## src/design/glzw_pkg.sv

```systemverilog
// Shared types and constants for the GIF LZW code stream encoder.
// No dependencies; every other design file imports this package.
package glzw_pkg;

    // Default sizes of the string table
    localparam int HASH_SLOTS_DEF = 8192;
    localparam int MAX_CODES_DEF  = 4096;

    // LZW special codes and width limits
    localparam logic [11:0] CLEAR_CODE  = 12'd256;
    localparam logic [11:0] END_CODE    = 12'd257;
    localparam logic [12:0] FIRST_FREE  = 13'd258;
    localparam logic [3:0]  START_WIDTH = 4'd9;
    localparam logic [3:0]  TOP_WIDTH   = 4'd12;

    // Multiplicative hash constant
    localparam logic [31:0] HASH_MULT = 32'd2654435761;

    // Width of the table generation tag; tag zero means empty
    localparam int EPOCH_W = 4;

    typedef struct packed {
        logic [7:0] pixel_index;
        logic       last_pixel;
    } t_in_word;

    typedef struct packed {
        logic [7:0] out_byte;
        logic       last_byte;
    } t_out_word;

    typedef enum logic [1:0] {
        SEL_PREFIX,
        SEL_CLEAR,
        SEL_END
    } t_code_sel;

    // Controller to datapath commands
    typedef struct packed {
        logic      load_item;
        logic      addr_hash;
        logic      rd;
        logic      addr_inc;
        logic      hit_take;
        logic      insert;
        logic      prefix_pix;
        logic      tbl_clear;
        logic      sweep_step;
        logic      push;
        t_code_sel push_sel;
        logic      drain;
        logic      final_part;
        logic      pad;
    } t_dp_cmd;

    // Datapath to controller status
    typedef struct packed {
        logic item_last;
        logic slot_empty;
        logic slot_match;
        logic table_full;
        logic bytes_ready;
        logic held_nz;
        logic out_free;
        logic epoch_wrap;
        logic sweep_done;
    } t_dp_sts;

endpackage

```

## src/design/glzw_ctrl.sv

```systemverilog
// Controller: sequences lookup, probing, code emission and table clears.
// Depends on glzw_pkg; drives glzw_dp through command and status structs.
module glzw_ctrl import glzw_pkg::*; (
    input  logic    i_clk,
    input  logic    i_rst_n,
    input  logic    i_in_valid,
    output logic    o_in_stall,
    input  t_dp_sts i_sts,
    output t_dp_cmd o_cmd
);

    typedef enum logic [3:0] {
        S_SWEEP, S_IDLE, S_FIRST_CLR, S_FIRST_PUSH, S_HASH, S_READ, S_CMP,
        S_MISS_PUSH, S_DRAIN, S_INSERT, S_FULL_PUSH, S_CLR_TBL, S_TAIL,
        S_LAST_PUSH, S_END_PUSH, S_PAD
    } t_state;

    // what follows once the packer has drained
    typedef enum logic [2:0] {
        AFT_INSERT, AFT_FULLCLR, AFT_CLEARTBL, AFT_TAIL, AFT_END, AFT_DONE
    } t_after;

    t_state r_state, n_state;
    t_after r_after, n_after;
    logic   r_in_frame, n_in_frame;
    logic   r_wrap, n_wrap;
    logic   r_boot, n_boot;

    always_comb begin
        n_state    = r_state;
        n_after    = r_after;
        n_in_frame = r_in_frame;
        n_wrap     = r_wrap;
        n_boot     = r_boot;
        o_cmd      = '0;
        o_cmd.push_sel   = SEL_PREFIX;
        o_cmd.final_part = r_after == AFT_DONE;

        unique case (r_state)
            S_SWEEP: begin
                o_cmd.sweep_step = 1'b1;
                if (i_sts.sweep_done) begin
                    n_state = r_boot ? S_IDLE : S_TAIL;
                    n_boot  = 1'b0;
                end
            end
            S_IDLE: begin
                if (i_in_valid) begin
                    o_cmd.load_item = 1'b1;
                    n_state = r_in_frame ? S_HASH : S_FIRST_CLR;
                end
            end
            S_FIRST_CLR: begin
                o_cmd.tbl_clear = 1'b1;
                n_wrap  = i_sts.epoch_wrap;
                n_state = S_FIRST_PUSH;
            end
            S_FIRST_PUSH: begin
                o_cmd.push       = 1'b1;
                o_cmd.push_sel   = SEL_CLEAR;
                o_cmd.prefix_pix = 1'b1;
                n_in_frame = 1'b1;
                n_after    = AFT_TAIL;
                n_state    = S_DRAIN;
            end
            S_HASH: begin
                o_cmd.addr_hash = 1'b1;
                n_state = S_READ;
            end
            S_READ: begin
                o_cmd.rd = 1'b1;
                n_state = S_CMP;
            end
            S_CMP: begin
                if (i_sts.slot_empty) begin
                    n_state = S_MISS_PUSH;
                end else if (i_sts.slot_match) begin
                    o_cmd.hit_take = 1'b1;
                    n_state = S_TAIL;
                end else begin
                    o_cmd.addr_inc = 1'b1;
                    n_state = S_READ;
                end
            end
            S_MISS_PUSH: begin
                o_cmd.push = 1'b1;
                n_after = i_sts.table_full ? AFT_FULLCLR : AFT_INSERT;
                n_state = S_DRAIN;
            end
            S_DRAIN: begin
                if (i_sts.bytes_ready) begin
                    o_cmd.drain = i_sts.out_free;
                end else begin
                    unique case (r_after)
                        AFT_INSERT:   n_state = S_INSERT;
                        AFT_FULLCLR:  n_state = S_FULL_PUSH;
                        AFT_CLEARTBL: n_state = S_CLR_TBL;
                        AFT_TAIL:     n_state = S_TAIL;
                        AFT_END:      n_state = S_END_PUSH;
                        AFT_DONE:     n_state = S_PAD;
                        default:      n_state = S_TAIL;
                    endcase
                end
            end
            S_INSERT: begin
                o_cmd.insert     = 1'b1;
                o_cmd.prefix_pix = 1'b1;
                n_state = S_TAIL;
            end
            S_FULL_PUSH: begin
                o_cmd.push     = 1'b1;
                o_cmd.push_sel = SEL_CLEAR;
                n_after = AFT_CLEARTBL;
                n_state = S_DRAIN;
            end
            S_CLR_TBL: begin
                o_cmd.tbl_clear  = 1'b1;
                o_cmd.prefix_pix = 1'b1;
                n_wrap  = i_sts.epoch_wrap;
                n_state = S_TAIL;
            end
            S_TAIL: begin
                if (r_wrap) begin
                    n_wrap  = 1'b0;
                    n_state = S_SWEEP;
                end else if (i_sts.item_last) begin
                    n_state = S_LAST_PUSH;
                end else begin
                    n_state = S_IDLE;
                end
            end
            S_LAST_PUSH: begin
                o_cmd.push = 1'b1;
                n_after = AFT_END;
                n_state = S_DRAIN;
            end
            S_END_PUSH: begin
                o_cmd.push     = 1'b1;
                o_cmd.push_sel = SEL_END;
                n_after = AFT_DONE;
                n_state = S_DRAIN;
            end
            S_PAD: begin
                if (!i_sts.held_nz) begin
                    n_in_frame = 1'b0;
                    n_state    = S_IDLE;
                end else if (i_sts.out_free) begin
                    o_cmd.pad  = 1'b1;
                    n_in_frame = 1'b0;
                    n_state    = S_IDLE;
                end
            end
            default: n_state = S_IDLE;
        endcase
    end

    // State and flags
    always_ff @(posedge i_clk) begin
        if (!i_rst_n) begin
            r_state    <= S_SWEEP;
            r_after    <= AFT_TAIL;
            r_in_frame <= 1'b0;
            r_wrap     <= 1'b0;
            r_boot     <= 1'b1;
        end else begin
            r_state    <= n_state;
            r_after    <= n_after;
            r_in_frame <= n_in_frame;
            r_wrap     <= n_wrap;
            r_boot     <= n_boot;
        end
    end

    assign o_in_stall = r_state != S_IDLE;

endmodule

```

## config.mk

```make
export PLATFORM = sky130hd
export DESIGN_NAME = glzw_ctrl
export DESIGN_NICKNAME = d
export VERILOG_FILES = /design/src/design/glzw_pkg.sv /design/src/design/glzw_ctrl.sv
export SDC_FILE = /design/constraint.sdc
export NUM_CORES = 1
export LEC_CHECK = 0
export ABC_AREA = 1
export ABC_CLOCK_PERIOD_IN_PS = 3800
export BUFFER_PORTS_ARGS = -buffer_cell sky130_fd_sc_hd__buf_2
export CORE_UTILIZATION = 54
export DETAILED_ROUTE_END_ITERATION = 7
export GPL_TIMING_DRIVEN = 0
export PLACE_DENSITY_LB_ADDON = 0.08
export SETUP_SLACK_MARGIN = 0.05
export SYNTH_ARGS = -nofsm -noshare
export SYNTH_HDL_FRONTEND = slang
export SYNTH_SLANG_ARGS = --single-unit
```

## constraint.sdc

```tcl
create_clock -name i_clk -period 3.8 [get_ports i_clk]
set_input_delay 0.57 -clock i_clk [delete_from_list [all_inputs] [get_ports i_clk]]
set_output_delay 0.57 -clock i_clk [all_outputs]
set_load 0.005 [all_outputs]
```

Word level (Yosys, flattened, before mapping)
Cells that the tools add are included.

storage, ports and cells
  register bits after elaboration = 10
  output and inout bits = 16

operators by class
  equal/unequal tests = 24
  reductions and logical operators = 13
  muxes and demuxes = 38

operators with widths
  cell                                                              number
  4-bit one-hot mux with 11 select lines                            1
  4-bit 2-to-1 mux                                                  10
  4-bit == test (second input constant)                             8
  3-bit one-hot mux with 5 select lines                             2
  1-bit 2-to-1 mux                                                  19
  4-bit by 3-bit == test with 1-bit output (second input constant)  4
  4-bit by 2-bit == test with 1-bit output (second input constant)  2
  3-bit == test (second input constant)                             2
  2-bit != test (second input constant)                             3
  2-bit OR reduction                                                3
  5-bit nonzero test                                                1
  5-bit OR reduction                                                1
  4-bit by 1-bit == test with 1-bit output (second input constant)  1
  4-bit zero test                                                   1
  2-bit 2-to-1 mux                                                  2
  4-bit by 1-bit != test with 1-bit output (second input constant)  1
  1-bit one-hot mux with 2 select lines                             2
  2-bit one-hot mux with 2 select lines                             1
  2-bit AND reduction                                               2
  4-bit AND reduction                                               1
  2-bit nonzero test                                                2
  3-bit by 1-bit == test with 1-bit output (second input constant)  1
  3-bit by 2-bit == test with 1-bit output (second input constant)  1
  3-bit zero test                                                   1
  3 further kinds                                                   3

Logic depth before layout (Yosys ltp)
Gate-level depths: netlist of run 1.

  depth in word-level cells = 4
  mapped depth = 9

Worst setup path after synthesis of run 1
No wires, ideal clock.

  path kind = register to output
  start = register r_state[1]
  end = output port o_cmd[5] in the netlist's numbering
  path slack = 2221 ps
  arrival = 1009 ps
  buffers on the path = 0
  cell stages (with the launch flop) = 8
  cell sequence = dfxtp_1 -> inv_1 -> nand2_1 -> nand2_2 -> nand2_2 -> nand2_2 -> nor2_4 -> inv_2

RTL lines
  what                    line              RTL
  start, declared         glzw_ctrl.sv:23   t_state r_state, n_state;
  start signal, assigned  glzw_ctrl.sv:166  r_state <= n_state;
  end, declared           glzw_ctrl.sv:9    output t_dp_cmd o_cmd

==> summary.md, run 1 <==
| Metric | Value |
|---|---|
| Worst slew pin tran | `0.3544 ns` |
| CP max-delay cell | `dfxtp_1` |
| Max-slew violations | `0` |
| Share of cells above drive strength 1 | `37.30%` |
| Ports | `28` |
| Pre-CTS setup slack | `1.966 ns` |
| Filler instances | `134` |
| Part of the Yosys area used for sequential elements | `21.62%` |
| Post-cts sizing count | `0` |
| Top cell type's share of synthesized area | `21.62%` |
| Initial antenna violation count | `0` |
| First-pass GRT wire length | `3836 um` |
| Initial Util | `59.39%` |
| Sinks on Clock Net | `10` |
| Synth Area per Inst | `6.012 um^2` |
| CP arrival | `1.56 ns` |
| Number of flops mapped to enable cells by yosys | `0` |
| Vias post-DR | `1009` |
| Largest net degree at the start of global routing | `9` |
| Crit-path leading delay family | `flip-flops` |
| Fin crit share | `56.13%` |
| Post-DP HPWL | `1776 um` |
| M1 WL | `1008 um` |
| TritonCTS clock tree | `yes` |
| Drt total wl | `2279 um` |
| Critical path startpoint category | `flop` |
| Synth area leaders | `dfxtp_1 (22%), nand2_1 (14%), inv_1 (11%)` |
| Worst Hold Class | `reg -> reg` |
| Synth Net Count | `166` |
| Most frequent cells in the layout | `nand2_1 (35), inv_1 (27), buf_2 (27)` |
| Start point of the critical path | `r_state[1]` |
| Final worst-path setup slack | `1.667 ns` |
| Pre-Repair DR Iteration Count | `6` |
| Final std cells w/o fill | `201` |
| Crit path cell chain | `inv_1, nand2_1, nand2_2, nand2_2, nand2_2, nor2_4, inv_2, buf_2` |
| GR Overflow Total | `0` |
| Internal power | `0.3183 mW` |
| Seq pwr share | `26.8%` |
| Peak VDD IR | `0.0003654 V` |
| NetSw | `0.3200 mW` |
| Syn Inst Count | `154` |
| Met2 WL | `1104 um` |
| Area leader, netlist | `dfxtp_1` |
| Met3 WL | `139 um` |
| Comb pwr share | `57.7%` |
| Worst path bufs/invs | `3` |
| CTS Buf Count | `3` |
| Row cnt | `14` |
| MaxCap Viol Count | `0` |
| Routed Antenna Nets | `0` |
| Most common cell after layout, fill and taps aside | `nand2_1` |
| Vias per cell | `5.020` |
| Area growth, synth to finish | `20.68%` |
| Main synth FF type | `dfxtp_1` |
| Die height | `43.41 um` |
| Clock network power share | `15.5%` |
| Die area | `1884 um^2` |
| Critical path class | `reg -> out` |
| P_leak | `0.6855 nW` |
| Footprint of the multi-input gates | `601.8 um^2` |
| Critical Path End Type | `output port` |
| RSZ-0062 raised after global routing | `no` |
| Placed cell count | `197` |
| Wire length per cell | `11.34 um` |
| Root Driver | `clkbuf_4` |
| Number of global-route vias before repair | `893` |
| Switching part of the total | `50.13%` |
| Worst Hold Launch | `r_wrap` |
| Clk buf depth | `2` |
| Synth unique cells | `21` |
| TNS Setup | `0 ns` |
| Worst-path clk slew | `0.07 ns` |
| Post-synthesis cell area | `925.9 um^2` |
| Core area | `1559 um^2` |
| Power per cell area | `571.3 nW/um^2` |
| Gr usage total | `27.52%` |
| Required time of the critical path | `3.23 ns` |
| Setup Viol. Count Final | `0` |
| Die extent in x | `43.41 um` |
| Fmax | `0.4688 GHz` |
| Violations in the final reports | `design-rule violations` |
| Routability congestion estimate | `0.8574` |
| Minimum period implied by the final worst setup slack | `2.133 ns` |
| Syn. warnings | `0` |
| Critical-path maximum fanout | `5` |
| Seq cells post-synth | `10` |
| Drt first-iter violations | `29` |
| DR top layer | `met4` |
| H-tree levels | `1` |
| Port Buf Inserts | `27` |
| Post-synth ARST share | `0%` |
| Final #Nets | `198` |
| Max incr delay on CP | `0.53 ns` |
| Fin. Hold Viols | `0` |
| Status | `complete, but fails checks` |
| R2r startpoint | `r_state[0]` |
| Clk_skew | `0.002167 ns` |
| Worst-skew pair later-pin latency | `0.27 ns` |
| Rel. slew slack | `76.34%` |
| Residual DRC count | `2` |
| Post-CTS Hold Buffers | `0` |
| # diodes | `0` |
| Most frequent CP cell | `nand2_2` |
| FF+latch area | `200.2 um^2` |
| Post-CTS setup buffers | `0` |
-- Yosys cell counts, types with 2 or more instances --
library cell,number
nor2_4,4
inv_1,27
nor3_1,2
nand2_4,5
nand2_2,7
nand2_1,35
a21oi_1,6
nand3_1,7
o21ai_0,5
inv_2,6
nand3_2,3
dfxtp_1,10
nor2_2,11
nor2_1,18
nor4_1,2
-- tightest hold or removal path, cell delays in order (launching register included) --
cell and delay, ns:
dfxtp_1 0.31, inv_1 0.06, a21oi_1 0.05
-- flip-flops by register name (all words and copies together) (netlist names) --
| signal | count |
|---|---|
| r_wrap | 1 |
| r_in_frame | 1 |
| r_state | 4 |
| r_boot | 1 |
| r_after | 3 |
-- power by group through the flow --
| stage | Combinational [mW] | Sequential, mW | Clock [mW] |
|---|---|---|---|
| 2_1_floorplan | 0.277 | 0.166 | 0 |
| 3_3_place_gp | 0.354 | 0.170 | 0 |
| 3_5_place_dp | 0.363 | 0.172 | 0 |
| 4_1_cts | 0.367 | 0.170 | 0.0987 |
| 5_1_grt | 0.416 | 0.174 | 0.109 |
| 6_report | 0.368 | 0.171 | 0.0988 |
-- final cells by class --
cell class                      instances  area share, %
Sequential cell                        10          17.92
Multi-Input combinational cell        111          53.86
Timing Repair Buffer                   27          12.09
Tap cell                               16          1.792
Inverter                               33          11.09
Clock buffer                            4          3.247
-- kinds of logic (layout without fill, tap and decap cells) --
family	count (synthesis)	count (layout)	share of synthesized area (%)
AO/OA/AOI/OAI	15	15	9.459
buffers and inverters	33	64	13.38
flip-flops	10	10	21.62
AND/OR/NAND/NOR	96	96	55.54
-- layer usage --
layer | track usage [%] | up-vias
li1 | - | 528
met1 | 37.73 | 446
met2 | 44.24 | 31
met3 | 3.750 | 4
met4 | 10.00 | 0
met5 | 0 | -
-- path summary, 6_finish.rpt --
kind                            slack (ns)    endpoint  depth (start not counted)
worst min-delay path                  0.47      r_wrap                          2
worst max register to register        2.36  r_state[2]                          9
worst max-delay path                  1.67    o_cmd[5]                          8
worst min register to register        0.47      r_wrap                          2
-- stage by stage --
step	total power, mW	hold slack, ns	util [%]	area (um^2)
6_report	0.6383	0.4694	71.67	1117
5_1_grt	0.6991	0.4908	71.67	1117
4_1_cts	0.6354	0.4726	71.67	1117
3_5_place_dp	0.5352	0.4615	69.34	1081
3_3_place_gp	0.5241	0.4557	69.34	1081
2_1_floorplan	0.4428	0.4439	-	925.9
Note: power is estimated with default switching activity, not from simulation.
==> run 2: changes to the inputs <==
--- a/config.mk
+++ b/config.mk
@@ -5,10 +5,10 @@
 export SDC_FILE = /design/constraint.sdc
 export NUM_CORES = 1
 export LEC_CHECK = 0
-export ABC_AREA = 1
-export ABC_CLOCK_PERIOD_IN_PS = 3800
+export ABC_AREA = 0
+export ABC_CLOCK_PERIOD_IN_PS = 2000
 export BUFFER_PORTS_ARGS = -buffer_cell sky130_fd_sc_hd__buf_2
-export CORE_UTILIZATION = 54
+export CORE_UTILIZATION = 49
 export DETAILED_ROUTE_END_ITERATION = 7
 export GPL_TIMING_DRIVEN = 0
 export PLACE_DENSITY_LB_ADDON = 0.08
==> constraint.sdc (replaced) <==
create_clock -name i_clk -period 2 [get_ports i_clk]
set_input_delay 0.3 -clock i_clk [delete_from_list [all_inputs] [get_ports i_clk]]
set_output_delay 0.3 -clock i_clk [all_outputs]
set_load 0.005 [all_outputs]
==> run 2 against run 1 <==
  * The run now ends clean
  * Core utilization decreased by 6.2 points
  * Largest cell class unchanged
  * Critical path type unchanged
  * Clock skew increased by 0.00091 ns
  * Synthesized area shrank 11%
==> summary.md, run 2 <==
| Metric | Value |
|---|---|
| Status | `complete, no violations` |
| GR Overflow Total | `0 (unchanged)` |
| Fin. Hold Viols | `0 (unchanged)` |
| Clk buf depth | `2 (unchanged)` |
| Reg with most FFs | `r_state` |
| Top-count cell post-synth | `nand2_1` |
| Wire length per cell | `13.48 um (+19%)` |
| Row cnt | `14 (unchanged)` |
| Most common cell after layout, fill and taps aside | `buf_2` |
| MaxCap Viol Count | `0 (unchanged)` |
| Clock network power share | `12.6% (-2.9 points)` |
| Worst R2R Setup Slack | `0.50 ns (-1.86 ns)` |
| TritonCTS clock tree | `yes` |
| Peak VDD IR | `0.0006927 V (+90%)` |
| Largest net degree at the start of global routing | `11 (+2)` |
| Critical Path End Type | `output port` |
| Minimum period implied by the final worst setup slack | `1.846 ns` |
| Setup Viol. Count Final | `0 (unchanged)` |
| Synth Net Count | `136 (-18%)` |
| Post-DP HPWL | `1756 um (-1.1%)` |
| Worst hold path depth | `3 (+1)` |
| Syn. warnings | `0 (unchanged)` |
| Core area | `1541 um^2 (-1.1%)` |
| Internal power | `0.5899 mW (+85%)` |
| Rel. slew slack | `70.30% (-6.0 points)` |
| Switching part of the total | `47.76% (-2.4 points)` |
| Regs by FF count | `r_state: 4 flops, r_after: 3 flops` |
| Initial Util | `53.65% (-5.7 points)` |
| Max-slew violations | `0 (unchanged)` |
| Crit path cell chain | `buf_2, clkbuf_4, nand2_1, o21ai_1, buf_2` |
| Root Driver | `clkbuf_4` |
| Synth area leaders | `dfxtp_1 (24%), nand2_1 (9.1%), o21ai_0 (6.1%)` |
| Max reg flops | `4 (unchanged)` |
| Fmax | `0.5417 GHz` |
| Crit-path leading delay family | `buffers and inverters` |
| Area leader, netlist | `dfxtp_1` |
| Most frequent cells in the layout | `buf_2 (28), nand2_1 (20), nor2_1 (12)` |
| Pre-Repair DR Iteration Count | `6 (unchanged)` |
| TNS Setup | `0 ns (unchanged)` |
| Commonest cells post-synth | `nand2_1 (20), nor2_1 (12), dfxtp_1 (10), o21ai_0 (10), a21oi_1 (9)` |
| Post-synthesis cell area | `827.0 um^2 (-11%)` |
| Filler instances | `162 (+21%)` |
| Most frequent CP cell | `buf_2` |
| Seq pwr share | `25.7% (-1.1 points)` |
| Final #Nets | `167 (-16%)` |
| Hold path endpoint | `r_wrap` |
| Ports | `28 (unchanged)` |
| Share of cells above drive strength 1 | `24.84% (-12 points)` |
| Max incr delay on CP | `0.38 ns (-0.15 ns)` |
| Critical-path maximum fanout | `10 (+5)` |
| Area growth, synth to finish | `22.09%` |
| NetSw | `0.5394 mW (+69%)` |
| Vias post-DR | `1011 (+0.20%)` |
| Power per cell area | `1118 nW/um^2 (+96%)` |
| Final worst-path setup slack | `0.1538 ns (-1.513 ns)` |
| Worst-skew pair later-pin latency | `0.27 ns (about the same)` |
| # diodes | `0 (unchanged)` |
| First-pass GRT wire length | `3746 um (-2.3%)` |
| Initial antenna violation count | `0 (unchanged)` |
| Sinks on Clock Net | `10 (unchanged)` |
| Post-cts sizing count | `0 (unchanged)` |
| Fin crit share | `92.31%` |
| Syn Inst Count | `124 (-19%)` |
| CP max-delay cell | `dfxtp_1` |
| Worst path bufs/invs | `3 (unchanged)` |
| Port Buf Inserts | `26 (-3.7%)` |
| H-tree levels | `1 (unchanged)` |
| R2r startpoint | `r_state[0]` |
| Die area | `1856 um^2 (-1.5%)` |
| Critical path startpoint category | `flop` |
| Routability congestion estimate | `0.9206 (+7.4%)` |
| Worst Hold Class | `in -> reg` |
| Post-CTS setup buffers | `0 (unchanged)` |
| Worst R2R End | `r_state[2]` |
| Die height | `43.09 um (-0.74%)` |
| Top cell type's share of synthesized area | `24.21% (+2.6 points)` |
| Comb pwr share | `61.8% (+4.1 points)` |
| Synth Area per Inst | `6.670 um^2 (+11%)` |
| Pre-CTS setup slack | `0.3874 ns (-1.579 ns)` |
| Worst-path clk slew | `0.06 ns (about the same)` |
| Post-CTS Hold Buffers | `0 (unchanged)` |
| Worst Hold Launch | `i_sts[1]` |
| Residual DRC count | `0 (-2)` |
| RSZ-0062 raised after global routing | `yes` |
| CTS Buf Count | `3 (unchanged)` |
| Critical path class | `reg -> out` |
| Worst reg2reg path depth | `6 (-3)` |
| Number of global-route vias before repair | `837 (-6.3%)` |
| CP arrival | `1.55 ns (about the same)` |
| Drt total wl | `2278 um (about the same)` |
| Part of the Yosys area used for sequential elements | `24.21% (+2.6 points)` |
| Gr usage total | `26.74% (-0.78 points)` |
| Seq cells post-synth | `10 (unchanged)` |
| CP Depth | `5 (-3)` |
| Routed Antenna Nets | `0 (unchanged)` |
| Main synth FF type | `dfxtp_1` |
| Worst slew pin tran | `0.4455 ns (+0.09108 ns)` |
| Vias per cell | `5.982 (+19%)` |
| Drt first-iter violations | `21 (-28%)` |
| Clk_skew | `0.003075 ns (+0.0009087 ns)` |
| P_leak | `0.4743 nW (-31%)` |
| Number of flops mapped to enable cells by yosys | `0 (unchanged)` |
| Synth unique cells | `39 (+86%)` |
| Post-synth ARST share | `0% (unchanged)` |
| Required time of the critical path | `1.70 ns (-1.53 ns)` |
| Die extent in x | `43.09 um (-0.74%)` |
==> run 2: cell count changes in the layout (fill, tap and decap cells not counted), moves of 4 or more <==
cell | before | now
inv_1 | 27 | 6
and3_1 | 0 | 4
o21ai_0 | 5 | 9
nand2_1 | 35 | 20
nand2b_1 | 0 | 5
nor2_2 | 11 | 1
nor2b_1 | 0 | 4
nor2_1 | 18 | 12
nand2_2 | 7 | 0
nand2_4 | 5 | 0
nand3_1 | 7 | 3
nor2_4 | 4 | 0
inv_2 | 6 | 0
==> run 2: kinds of logic (layout without fill, tap and decap cells) <==
family / after synthesis / in the layout / share of synthesized area (%)
simple gates: 57 / 57 / 33.58
compound gates: 39 / 39 / 30.26
buf+inv: 14 / 43 / 7.563
flops: 10 / 10 / 24.21
xor+xnor: 3 / 3 / 3.178
mux: 1 / 1 / 1.210
==> run 2: how the worst max path moves through the flow <==
| stage | from | to | slack, ns |
|---|---|---|---|
| 6_report | r_state[0] | o_cmd[5] | 0.15 |
| 5_1_grt | r_state[0] | o_cmd[5] | 0.05 |
| 4_1_cts | r_state[2] | o_cmd[10] | 0.09 |
| 3_3_place_gp | r_state[2] | o_cmd[10] | 0.41 |
| 2_1_floorplan | r_state[2] | o_cmd[10] | 0.66 |
| 3_5_place_dp | r_state[2] | o_cmd[10] | 0.39 |
==> run 2: worst min-delay path, stage by stage <==
cell,delay [ns]
buf_2,0.07
mux2i_1,0.05
nor2_1,0.09
==> run 2: layout make-up <==
cell class | count | area (um^2) | share of cell area [%]
Buffer | 8 | 47.55 | 4.709
Multi-Input combinational cell | 100 | 566.8 | 56.13
Tap cell | 16 | 20.02 | 1.983
Sequential cell | 10 | 200.2 | 19.83
Clock buffer | 3 | 22.52 | 2.230
Inverter | 6 | 22.52 | 2.230
Timing Repair Buffer | 26 | 130.1 | 12.89
==> run 2: layer usage <==
metal | wire [um] | part of all wire, % | track usage, % | up-vias
met2 | 1003 | 44 | 43.58 | 49
met5 | 0 | 0 | 0 | -
met1 | 1056 | 46 | 35.66 | 460
met4 | 34 | 1.5 | 9.091 | 0
li1 | - | - | - | 497
met3 | 184 | 8.1 | 3.830 | 5
==> run 2: power by group through the flow <==
| stage | clock network [mW] | logic (mW) | registers (mW) |
|---|---|---|---|
| after floorplan | 0 | 0.496 | 0.277 |
| after global placement | 0 | 0.664 | 0.290 |
| after detailed placement | 0 | 0.669 | 0.291 |
| after CTS | 0.140 | 0.673 | 0.287 |
| after global routing | 0.146 | 0.776 | 0.295 |
| final | 0.142 | 0.698 | 0.290 |
==> run 2: through the flow <==
stage / hold slack (ns) / total power [mW] / util, % / std cells / instance area (um^2)
global route: 0.3089 / 1.217 / 65.50 / 169 / 1010
detailed placement: 0.4499 / 0.9602 / 63.39 / 166 / 977.2
global placement: 0.4495 / 0.9541 / 63.39 / 166 / 977.2
CTS: 0.2944 / 1.099 / 64.85 / 169 / 999.7
finish: 0.2824 / 1.129 / 65.50 / 169 / 1010
floorplan: 0.4327 / 0.7739 / - / 124 / 827.0
==> run 3: changes to the inputs <==
--- a/config.mk
+++ b/config.mk
@@ -5,10 +5,10 @@
 export SDC_FILE = /design/constraint.sdc
 export NUM_CORES = 1
 export LEC_CHECK = 0
-export ABC_AREA = 0
+export ABC_AREA = 1
 export ABC_CLOCK_PERIOD_IN_PS = 2000
 export BUFFER_PORTS_ARGS = -buffer_cell sky130_fd_sc_hd__buf_2
-export CORE_UTILIZATION = 49
+export CORE_UTILIZATION = 50
 export DETAILED_ROUTE_END_ITERATION = 7
 export GPL_TIMING_DRIVEN = 0
 export PLACE_DENSITY_LB_ADDON = 0.08
==> constraint.sdc (replaced) <==
create_clock -name i_clk -period 2 [get_ports i_clk]
set_input_delay 0.3 -clock i_clk [delete_from_list [all_inputs] [get_ports i_clk]]
set_output_delay 0.3 -clock i_clk [all_outputs]
set_load 0.01 [all_outputs]
==> run 3 against run 2 <==
  * Critical path depth is 3 higher
  * Register-to-register slack about the same
  * Largest cell class unchanged
  * Clock skew increased by 0.0022 ns
  * Power is 9.1% higher
  * Count of clock-buffer cells in the layout grew 1
  * Combinational power is 3.4% higher
==> summary.md, run 3 (synthesis results as in run 1) <==
| Metric | Value |
|---|---|
| Most frequent cells in the layout | `nand2_1 (35), inv_1 (27), buf_2 (27)` |
| Die height | `45.03 um (+4.5%)` |
| Post-cts sizing count | `0 (unchanged)` |
| Most frequent CP cell | `nand2_2` |
| Max incr delay on CP | `0.50 ns (+0.12 ns)` |
| Fin. Hold Viols | `0 (unchanged)` |
| H-tree levels | `1 (unchanged)` |
| Max-slew violations | `0 (unchanged)` |
| # diodes | `0 (unchanged)` |
| P_leak | `0.6855 nW (+45%)` |
| Post-CTS Hold Buffers | `0 (unchanged)` |
| Die extent in x | `45.03 um (+4.5%)` |
| Critical path class | `reg -> out` |
| Minimum period implied by the final worst setup slack | `1.837 ns (-0.009486 ns)` |
| Crit-path leading delay family | `flip-flops` |
| Row cnt | `15 (+1)` |
| Wire length per cell | `10.82 um (-20%)` |
| Status | `complete, no violations` |
| CP max-delay cell | `dfxtp_1` |
| Met3 WL | `80 um (-57%)` |
| Peak VDD IR | `0.0007343 V (+6.0%)` |
| Worst reg2reg path depth | `9 (+3)` |
| Port Buf Inserts | `27 (+3.8%)` |
| Routability congestion estimate | `0.8237 (-11%)` |
| GR Overflow Total | `0 (unchanged)` |
| Vias per cell | `4.686 (-22%)` |
| CTS Buf Count | `3 (unchanged)` |
| Largest net degree at the start of global routing | `9 (-2)` |
| Pre-CTS setup slack | `0.4708 ns (+0.08339 ns)` |
| CP arrival | `1.54 ns (about the same)` |
| Worst path bufs/invs | `3 (unchanged)` |
| Worst-path clk slew | `0.08 ns (+0.02 ns)` |
| Die area | `2028 um^2 (+9.2%)` |
| Gr usage total | `24.32% (-2.4 points)` |
| Worst Hold Launch | `i_rst_n` |
| Post-DP HPWL | `1883 um (+7.3%)` |
| Final worst-path setup slack | `0.1633 ns (+0.009486 ns)` |
| Placed cell count | `206 (+24%)` |
| Met2 WL | `1115 um (+11%)` |
| Rel. slew slack | `79.26% (+9.0 points)` |
| MaxCap Viol Count | `0 (unchanged)` |
| Clk buf depth | `2 (unchanged)` |
| Filler instances | `184 (+14%)` |
| Pre-Repair DR Iteration Count | `4 (-2)` |
| Critical-path maximum fanout | `7 (-3)` |
| Most common cell after layout, fill and taps aside | `nand2_1` |
| TritonCTS clock tree | `yes` |
| Required time of the critical path | `1.70 ns (about the same)` |
| FF+latch area | `200.2 um^2 (unchanged)` |
| Routed Antenna Nets | `0 (unchanged)` |
| Vias post-DR | `984 (-2.7%)` |
| Critical path startpoint category | `flop` |
| TNS Setup | `0 ns (unchanged)` |
| First-pass GRT wire length | `3560 um (-5.0%)` |
| Fin crit share | `91.83% (-0.47 points)` |
| Max reg flops | `4 (unchanged)` |
| Area growth, synth to finish | `21.89%` |
| Regs by FF count | `r_state: 4 flops, r_after: 3 flops` |
| Hold path endpoint | `r_boot` |
| Share of cells above drive strength 1 | `37.30% (+12 points)` |
| Final std cells w/o fill | `210 (+24%)` |
| Final #Nets | `198 (+19%)` |
| Initial antenna violation count | `0 (unchanged)` |
| Worst hold path depth | `2 (-1)` |
| Root Driver | `clkbuf_4` |
| Worst R2R End | `r_state[2]` |
| Residual DRC count | `0 (unchanged)` |
| Post-CTS setup buffers | `0 (unchanged)` |
| Worst R2R Setup Slack | `0.51 ns (about the same)` |
| Footprint of the multi-input gates | `601.8 um^2 (+6.2%)` |
| Sinks on Clock Net | `10 (unchanged)` |
| M1 WL | `1047 um (-0.85%)` |
| Critical Path End Type | `output port` |
| Worst-skew pair later-pin latency | `0.27 ns (about the same)` |
| Worst Hold Class | `in -> reg` |
| Clk_skew | `0.005314 ns (+0.002238 ns)` |
| Ports | `28 (unchanged)` |
| Initial Util | `53.62% (about the same)` |
| Worst slew pin tran | `0.3106 ns (-0.1349 ns)` |
| Fmax | `0.5445 GHz (+0.52%)` |
| R2r startpoint | `r_state[0]` |
| Power per cell area | `1092 nW/um^2 (-2.4%)` |
| Crit path cell chain | `inv_2, nand2_4, nand2_2, nand2_2, nand2_2, nor2_4, inv_2, buf_2` |
| Core area | `1727 um^2 (+12%)` |
| Number of global-route vias before repair | `858 (+2.5%)` |
| Drt first-iter violations | `20 (-4.8%)` |
| Setup Viol. Count Final | `0 (unchanged)` |
| RSZ-0062 raised after global routing | `no` |
| DR top layer | `met4` |
| Drt total wl | `2272 um (-0.26%)` |
| Reg with most FFs | `r_state` |
run 3: changes by cell type in the layout (fill, tap and decap cells not counted), moves of 5 or more:
cell      previous run  this run
nand2b_1             5         0
nor2_2               1        11
nand2_1             20        35
nor2_1              12        18
inv_1                6        27
nand2_2              0         7
inv_2                0         6
nand2_4              0         5
run 3: layout make-up:
class	instances	share of cell area, %
clock buffer	4	3.215
inverter	33	10.98
multi-input combinational	111	53.33
sequential	10	17.74
tap	25	2.772
timing repair buffer	27	11.97
run 3: how the worst max path moves through the flow:
stage | start | endpoint | slack [ns] | cells after the start
after floorplan | r_state[1] | o_cmd[0] | 0.67 | 2
after global placement | r_state[0] | o_cmd[5] | 0.47 | 8
after detailed placement | r_state[0] | o_cmd[5] | 0.47 | 8
after CTS | r_state[0] | o_cmd[5] | 0.17 | 8
after global routing | r_state[0] | o_cmd[5] | 0.06 | 8
final | r_state[0] | o_cmd[5] | 0.16 | 8
run 3: report_power, final:
| group | total, mW | switching, mW | internal [mW] |
|---|---|---|---|
| Combinational | 0.722 | 0.472 | 0.250 |
| Clock | 0.190 | 0.0793 | 0.111 |
| Sequential | 0.320 | 0.0746 | 0.245 |
| Total | 1.23 | 0.626 | 0.606 |
run 3: layer usage:
layer	global-route usage, %	vias to the layer above
met5	0	-
met3	2.400	5
met2	43.19	23
li1	-	529
met4	9.091	0
met1	30.00	427
run 3: through the flow:
step	hold slack, ns	total power [mW]	util (%)	instance area [um^2]
floorplan	0.3690	0.8631	-	925.9
global placement	0.4580	1.025	63.26	1092
detailed placement	0.4676	1.045	63.26	1092
CTS	0.2171	1.236	65.36	1129
global route	0.2348	1.338	65.36	1129
finish	0.2227	1.232	65.36	1129
run 3: worst register-to-register path, cell delays in order (launching register included):
cell and delay, ns:
dfxtp_1 0.50, inv_2 0.12, nor2_2 0.21, nand3_2 0.12, nand2_2 0.13, nor2_2 0.07
nand2_1 0.06, nand2_1 0.04, nor2_1 0.09, nor2_1 0.04
